==> config.mk <==
export PLATFORM = sky130hd
export DESIGN_NAME = bmg_div
export DESIGN_NICKNAME = d
export VERILOG_FILES = /design/src/design/bmg_pkg.sv /design/src/design/bmg_div.sv
export SDC_FILE = /design/constraint.sdc
export NUM_CORES = 1
export LEC_CHECK = 0
export BUFFER_PORTS_ARGS = -buffer_cell sky130_fd_sc_hd__buf_4
export CORE_AREA = 2 2 120 122
export CTS_CLUSTER_DIAMETER = 60
export DETAILED_ROUTE_END_ITERATION = 16
export DIE_AREA = 0 0 122 124
export GPL_ROUTABILITY_DRIVEN = 1
export PLACE_DENSITY = 0.81
export REMOVE_ABC_BUFFERS = 1
export SLEW_MARGIN = 30
export SYNTH_ARGS = -nofsm -noshare
export SYNTH_HDL_FRONTEND = slang
export SYNTH_SLANG_ARGS = --single-unit
==> constraint.sdc <==
create_clock -name clk -period 3.7 [get_ports clk]
set_input_delay 0 -clock clk [delete_from_list [all_inputs] [get_ports clk]]
set_output_delay 0 -clock clk [all_outputs]
set_load 0.01 [all_outputs]
==> src/design/bmg_pkg.sv <==
// shared types and constants for the bigram byte generator
`timescale 1ns / 1ps
package bmg_pkg;
  localparam int COUNT_WIDTH = 16;
  localparam int ALPHABET = 256;
  localparam int SYM_W = 8;
  localparam int ADDR_W = 16;
  localparam int MEM_DEPTH = 65536;
  localparam int WALK_COLS = (ALPHABET < 256) ? ALPHABET : 255;
  localparam int RND_W = 31;
  localparam int TOT_W = 40;
  localparam logic [RND_W-1:0] MOD_RESET = 31'd100;
  localparam logic [RND_W-1:0] MOD_MAX = 31'h7FFFFFFF;
  localparam logic [TOT_W-1:0] ROUND_LIMIT = 40'd10;
  localparam logic [COUNT_WIDTH-1:0] COUNT_MAX = {COUNT_WIDTH{1'b1}};

  typedef enum logic [1:0] {
    OP_LEARN = 2'd0,
    OP_EOL   = 2'd1,
    OP_DRAW  = 2'd2,
    OP_NONE  = 2'd3
  } op_t;

  typedef enum logic [4:0] {
    ST_CLEAR, ST_IDLE, ST_BUMP_RD, ST_BUMP_WT, ST_BUMP_WR,
    ST_MOD_START, ST_MOD_RUN, ST_SUM_RD, ST_SUM_ACC, ST_DIV_START, ST_DIV_RUN,
    ST_WALK_RD, ST_WALK_CHK, ST_MODUPD, ST_OUT
  } state_t;

  typedef struct packed {
    logic start;
    logic [TOT_W-1:0] dividend;
    logic [TOT_W-1:0] divisor;
  } div_req_t;

  typedef struct packed {
    logic done;
    logic [TOT_W-1:0] quot;
    logic [TOT_W-1:0] rem;
  } div_rsp_t;
endpackage

==> src/design/bmg_div.sv <==
// radix-2 restoring divider, one quotient bit per cycle
`timescale 1ns / 1ps
module bmg_div (
  input  logic clk,
  input  logic rst_n,
  input  bmg_pkg::div_req_t req,
  output bmg_pkg::div_rsp_t rsp
);
  import bmg_pkg::*;
  localparam int CNT_W = $clog2(TOT_W + 1);
  logic [TOT_W-1:0] q_r, rem_r, dvs_r;
  logic [CNT_W-1:0] cnt_r;
  logic busy_r, done_r;
  logic [TOT_W:0] trial;

  assign trial = {rem_r, q_r[TOT_W-1]} - {1'b0, dvs_r};

  always_ff @(posedge clk) begin
    if (!rst_n) begin
      busy_r <= 1'b0;
      done_r <= 1'b0;
      cnt_r <= '0;
    end else begin
      done_r <= 1'b0;
      if (req.start) begin
        busy_r <= 1'b1;
        q_r <= req.dividend;
        rem_r <= '0;
        dvs_r <= req.divisor;
        cnt_r <= CNT_W'(TOT_W);
      end else if (busy_r) begin
        // shift in next dividend bit, keep difference when it fits
        if (!trial[TOT_W]) rem_r <= trial[TOT_W-1:0];
        else rem_r <= {rem_r[TOT_W-2:0], q_r[TOT_W-1]};
        q_r <= {q_r[TOT_W-2:0], ~trial[TOT_W]};
        cnt_r <= cnt_r - 1'b1;
        if (cnt_r == CNT_W'(1)) begin
          busy_r <= 1'b0;
          done_r <= 1'b1;
        end
      end
    end
  end

  assign rsp.done = done_r;
  assign rsp.quot = q_r;
  assign rsp.rem = rem_r;
endmodule
==> Implementation_results.wiki <==
{| class="wikitable"
! Metric !! Value
|-
| Outcome || finished clean
|-
| HPWL after detailed placement || 12.7 mm
|-
| Pin count of the biggest net entering global routing || just over 50
|-
| Total standard cell area after synthesis || 7440 sq um
|-
| Die Area || 15,100 sq um
|-
| Maximum cell stage delay along the critical path || 0.38 ns
|-
| Headroom to the max-slew limit || 38.1%
|-
| Routability Congestion || 0.920
|-
| Vias per inst || 5.63
|-
| Hold Vio Cnt, Final || 0
|-
| Type of the setup path with the least slack || flip-flop to flip-flop
|-
| YS warnings || 0
|-
| Flip-flop and latch count after synthesis || between 100 and 150
|-
| Path category of the worst min-delay check || input pin to flip-flop
|-
| Required time of the critical path || 3.87 ns
|-
| Logic gate share of total power || 31.2%
|-
| Overall die width || between 100 and 150 microns
|-
| Part of the cycle the worst path needs || 96.1%
|-
| Number of library cell types mapped by synthesis || between 60 and 70
|-
| Combinational family with the most area after synthesis || compound AO/OA/AOI/OAI gates
|-
| Main flop type after synthesis || edfxtp_1
|-
| Clock Skew || 0.00954 ns
|-
| Number of violations reported at the end of detailed-routing iteration 0 || 392
|-
| Number of slew-limit violations in the final report || 0
|-
| Post-detailed-route wirelength per cell || 18.4 microns
|-
| Post-Synthesis Mean Instance Area || ~11 sq um
|-
| CTS clock-pin slew for the worst setup and hold paths || 0.06 ns
|-
| Core area || 13,700 sq um
|-
| Antenna violation net count after detailed routing || 0
|-
| Clock sink total || 128
|-
| Wirelength, routed || slightly above 20 mm
|-
| Max H-tree Level || 4
|-
| Number of setup violations in the final report || 0
|-
| Number of buffers on the longest clock path || 2
|-
| Critical-path cell list || inv_1, ha_1, fa_2, nand2b_1, a21oi_2, o211ai_1, a211o_1, nand4_4, a31oi_4, o31ai_4, xor2_4, buf_4, buf_12, mux2i_2, nor2_1
|-
| Signed area change from the synthesized netlist to the final layout || 38.8%
|-
| Max stage delay cell, worst path || edfxtp_1
|-
| Clock Root Buffer || clkbuf_16
|-
| Initial cell density of the core || 54.3%
|-
| Switching part of the total || between 30% and 40%
|-
| Initial antenna violation count || 1
|-
| Final net count || between 1,000 and 1,500
|-
| Overall Global Routing Usage || 27.1%
|-
| Via count of the first global-routing pass || 6,207
|-
| Count of vias placed by the detailed router || 6,218
|-
| Inserted Clock Buffers || 17
|-
| Arr. time, crit path || 3.72 ns
|-
| Cell Pwr Density || about 480 nW/um^2
|-
| Switching power total || ~1.5 mW
|-
| Transition at the pin with the smallest max-transition slack || 0.927 ns
|-
| Share of cells above drive strength 1 || 28.0%
|-
| Insertion delay of the later-clocked pin in the worst-skew pair || 0.43 ns
|-
| CP max FO || 12
|-
| Critical path endpoint category || flip-flop
|-
| Port buffer count || 163
|-
| Share of power burned in registers || 37.1%
|-
| Cell internal power dissipation || 3.44 mW
|-
| First-pass GRT wire length || 31.4 mm
|-
| Number of synthesized flops with an enable pin || 120
|-
| Top library cells by usage in the layout, fill and taps aside || buf_4 (172), edfxtp_1 (120), dlygate4sd3_1 (81)
|-
| Highest clock frequency the design can meet || 0.281 GHz
|-
| Synthesized-area fraction occupied by adder cells || under 10%
|-
| Multiplexer area fraction after synthesis || 10.2%
|-
| Post-Synthesis Cells || 660
|-
| Clock group share of total power || between 30% and 40%
|-
| Sequential cell area fraction in the yosys report || 50.6%
|-
| Leak Pwr || 4.41 nW
|-
| Grt total ovfl || 0
|-
| Area fraction in and, or, nand and nor cells after synthesis || 11.1%
|-
| Site Rows || 43
|-
| Number of placed I/O pins || 164
|-
| Area share of xor/xnor cells in the synthesized design || 4.69%
|-
| Share of flip-flops with an asynchronous set or reset after synthesis || 0%
|-
| Count of max-cap constraint violations || 0
|-
| IR drop worst, VDD || about 360 uV
|-
| Die span in y || 124 microns
|-
| First-pass iteration count of the detailed router || 6
|-
| Final period demand of the worst path || about 3.6 ns
|-
| DR DRC count || 0
|-
| Fillers || 859
|-
| Kind of start point of the critical path || flip-flop
|-
| Compound-gate portion of the synthesized area || 11.7%
|-
| Util after Layout || 75.3%
|-
| Leading cell type in the layout, fill and taps excluded || buf_4
|-
| CTS tree || built
|-
| Flop2flop setup slack || between 0.1 and 0.15 ns
|-
| WHS || roughly 0.090 ns
|}
[cell usage after synthesis, drive strengths merged, types with 3 or more instances]
cell type / instances / area (sq um)
o211ai: 3 / 22.5
mux2i: 31 / 310
nor4b: 3 / 26.3
nor2: 67 / 251
o31ai: 4 / 43.8
edfxtp: 120 / 3600
buf: 12 / 92.6
nor2b: 5 / 31.3
a211oi: 8 / 60.1
o21a: 10 / 75.1
a21o: 12 / 90.1
a31oi: 8 / 65.1
o21bai: 4 / 30.0
nand2b: 13 / 81.3
nor3: 9 / 45.0
nand2: 34 / 130
clkbuf: 14 / 52.6
xnor2: 24 / 210
ha: 42 / 526
o21ai: 25 / 125
a211o: 3 / 26.3
mux2: 40 / 450
and3: 9 / 56.3
nand3: 9 / 45.0
dfxtp: 8 / 160
xor2: 15 / 139
and2: 3 / 18.8
nand4: 6 / 43.8
inv: 49 / 184
a21oi: 43 / 219
[stage by stage]
stage | setup TNS (ns) | std cells | power, mW | worst slack [ns] | cell area (sq um)
2_1_floorplan | -31.80 | 634 | 2.79 | -0.833 | 7300
3_3_place_gp | 0 | 982 | 3.19 | 0.253 | 8830
3_5_place_dp | 0 | 983 | 3.23 | 0.146 | 8850
4_1_cts | 0 | 1096 | 4.87 | 0.0842 | 10200
5_1_grt | -0.214 | 1104 | 5.22 | -0.0316 | 10300
6_report | 0 | 1105 | 4.98 | 0.143 | 10300
[worst paths after layout]
| kind | cells after the start | end | startpoint |
|---|---|---|---|
| max reg2reg | 15 | rem_r[3] | q_r[39] |
| min | 3 | busy_r | req[80] |
| min reg2reg | 2 | cnt_r[1] | cnt_r[1] |
| max | 15 | rem_r[3] | q_r[39] |
[metal layers]
layer	routed length (microns)	track usage (%)	part of all wire (%)	vias up
met2	10200	46.9	50	295
met5	0	0	0	-
met3	1610	8.79	7.9	58
li1	-	-	-	2922
met4	653	10.8	3.2	0
met1	7940	31.3	39	2943
[power by group through the flow]
stage	Combinational, mW	Sequential [mW]	Clock [mW]
floorplan	0.901	1.89	0
global placement	1.32	1.87	0
detailed placement	1.37	1.87	0
CTS	1.45	1.84	1.58
global route	1.70	1.86	1.66
finish	1.56	1.85	1.58
[repair_timing]
item,CTS,global route
endpoints found under the setup margin,0,35
gates resized for setup,0,6
setup buffers,0,6
hold buffers,81,0
hold endpoints to repair,87,0
[cell type report]
type | instances | area [sq um] | share of cell area, %
multi-input combinational | 457 | 3400 | 32.9
sequential | 128 | 3760 | 36.4
clock inverter | 13 | 115 | 1.11
inverter | 49 | 184 | 1.78
antenna | 1 | 2.50 | 0.0242
clock buffer | 19 | 433 | 4.19
timing repair buffer | 258 | 2210 | 21.4
tap | 180 | 225 | 2.18
[sequential cells by signal, indices dropped and copies added (netlist names)]
signal	flops
busy_r	1
cnt_r	6
done_r	1
dvs_r	40
q_r	40
rem_r	40
[logic make-up (layout without fill, tap and decap cells)]
| family | after synthesis | after routing |
|---|---|---|
| multiplexers | 71 | 71 |
| AND/OR/NAND/NOR | 171 | 171 |
| AO/OA/AOI/OAI | 133 | 133 |
| flip-flops | 128 | 128 |
| adder cells (fa/ha/maj) | 43 | 43 |
| buffers and inverters | 75 | 339 |
| other | 0 | 1 |
| XOR/XNOR | 39 | 39 |
[critical path, delay by kind of cell (launching register included)]
kind	cells	cell delay [ns]
AO/OA/AOI/OAI	5	1.13
AND/OR/NAND/NOR	3	0.38
buffers and inverters	3	0.35
adder cells (fa/ha/maj)	2	0.58
multiplexers	1	0.27
XOR/XNOR	1	0.19
flip-flops	1	0.38
No activity file was read; power rests on OpenSTA's default activity.
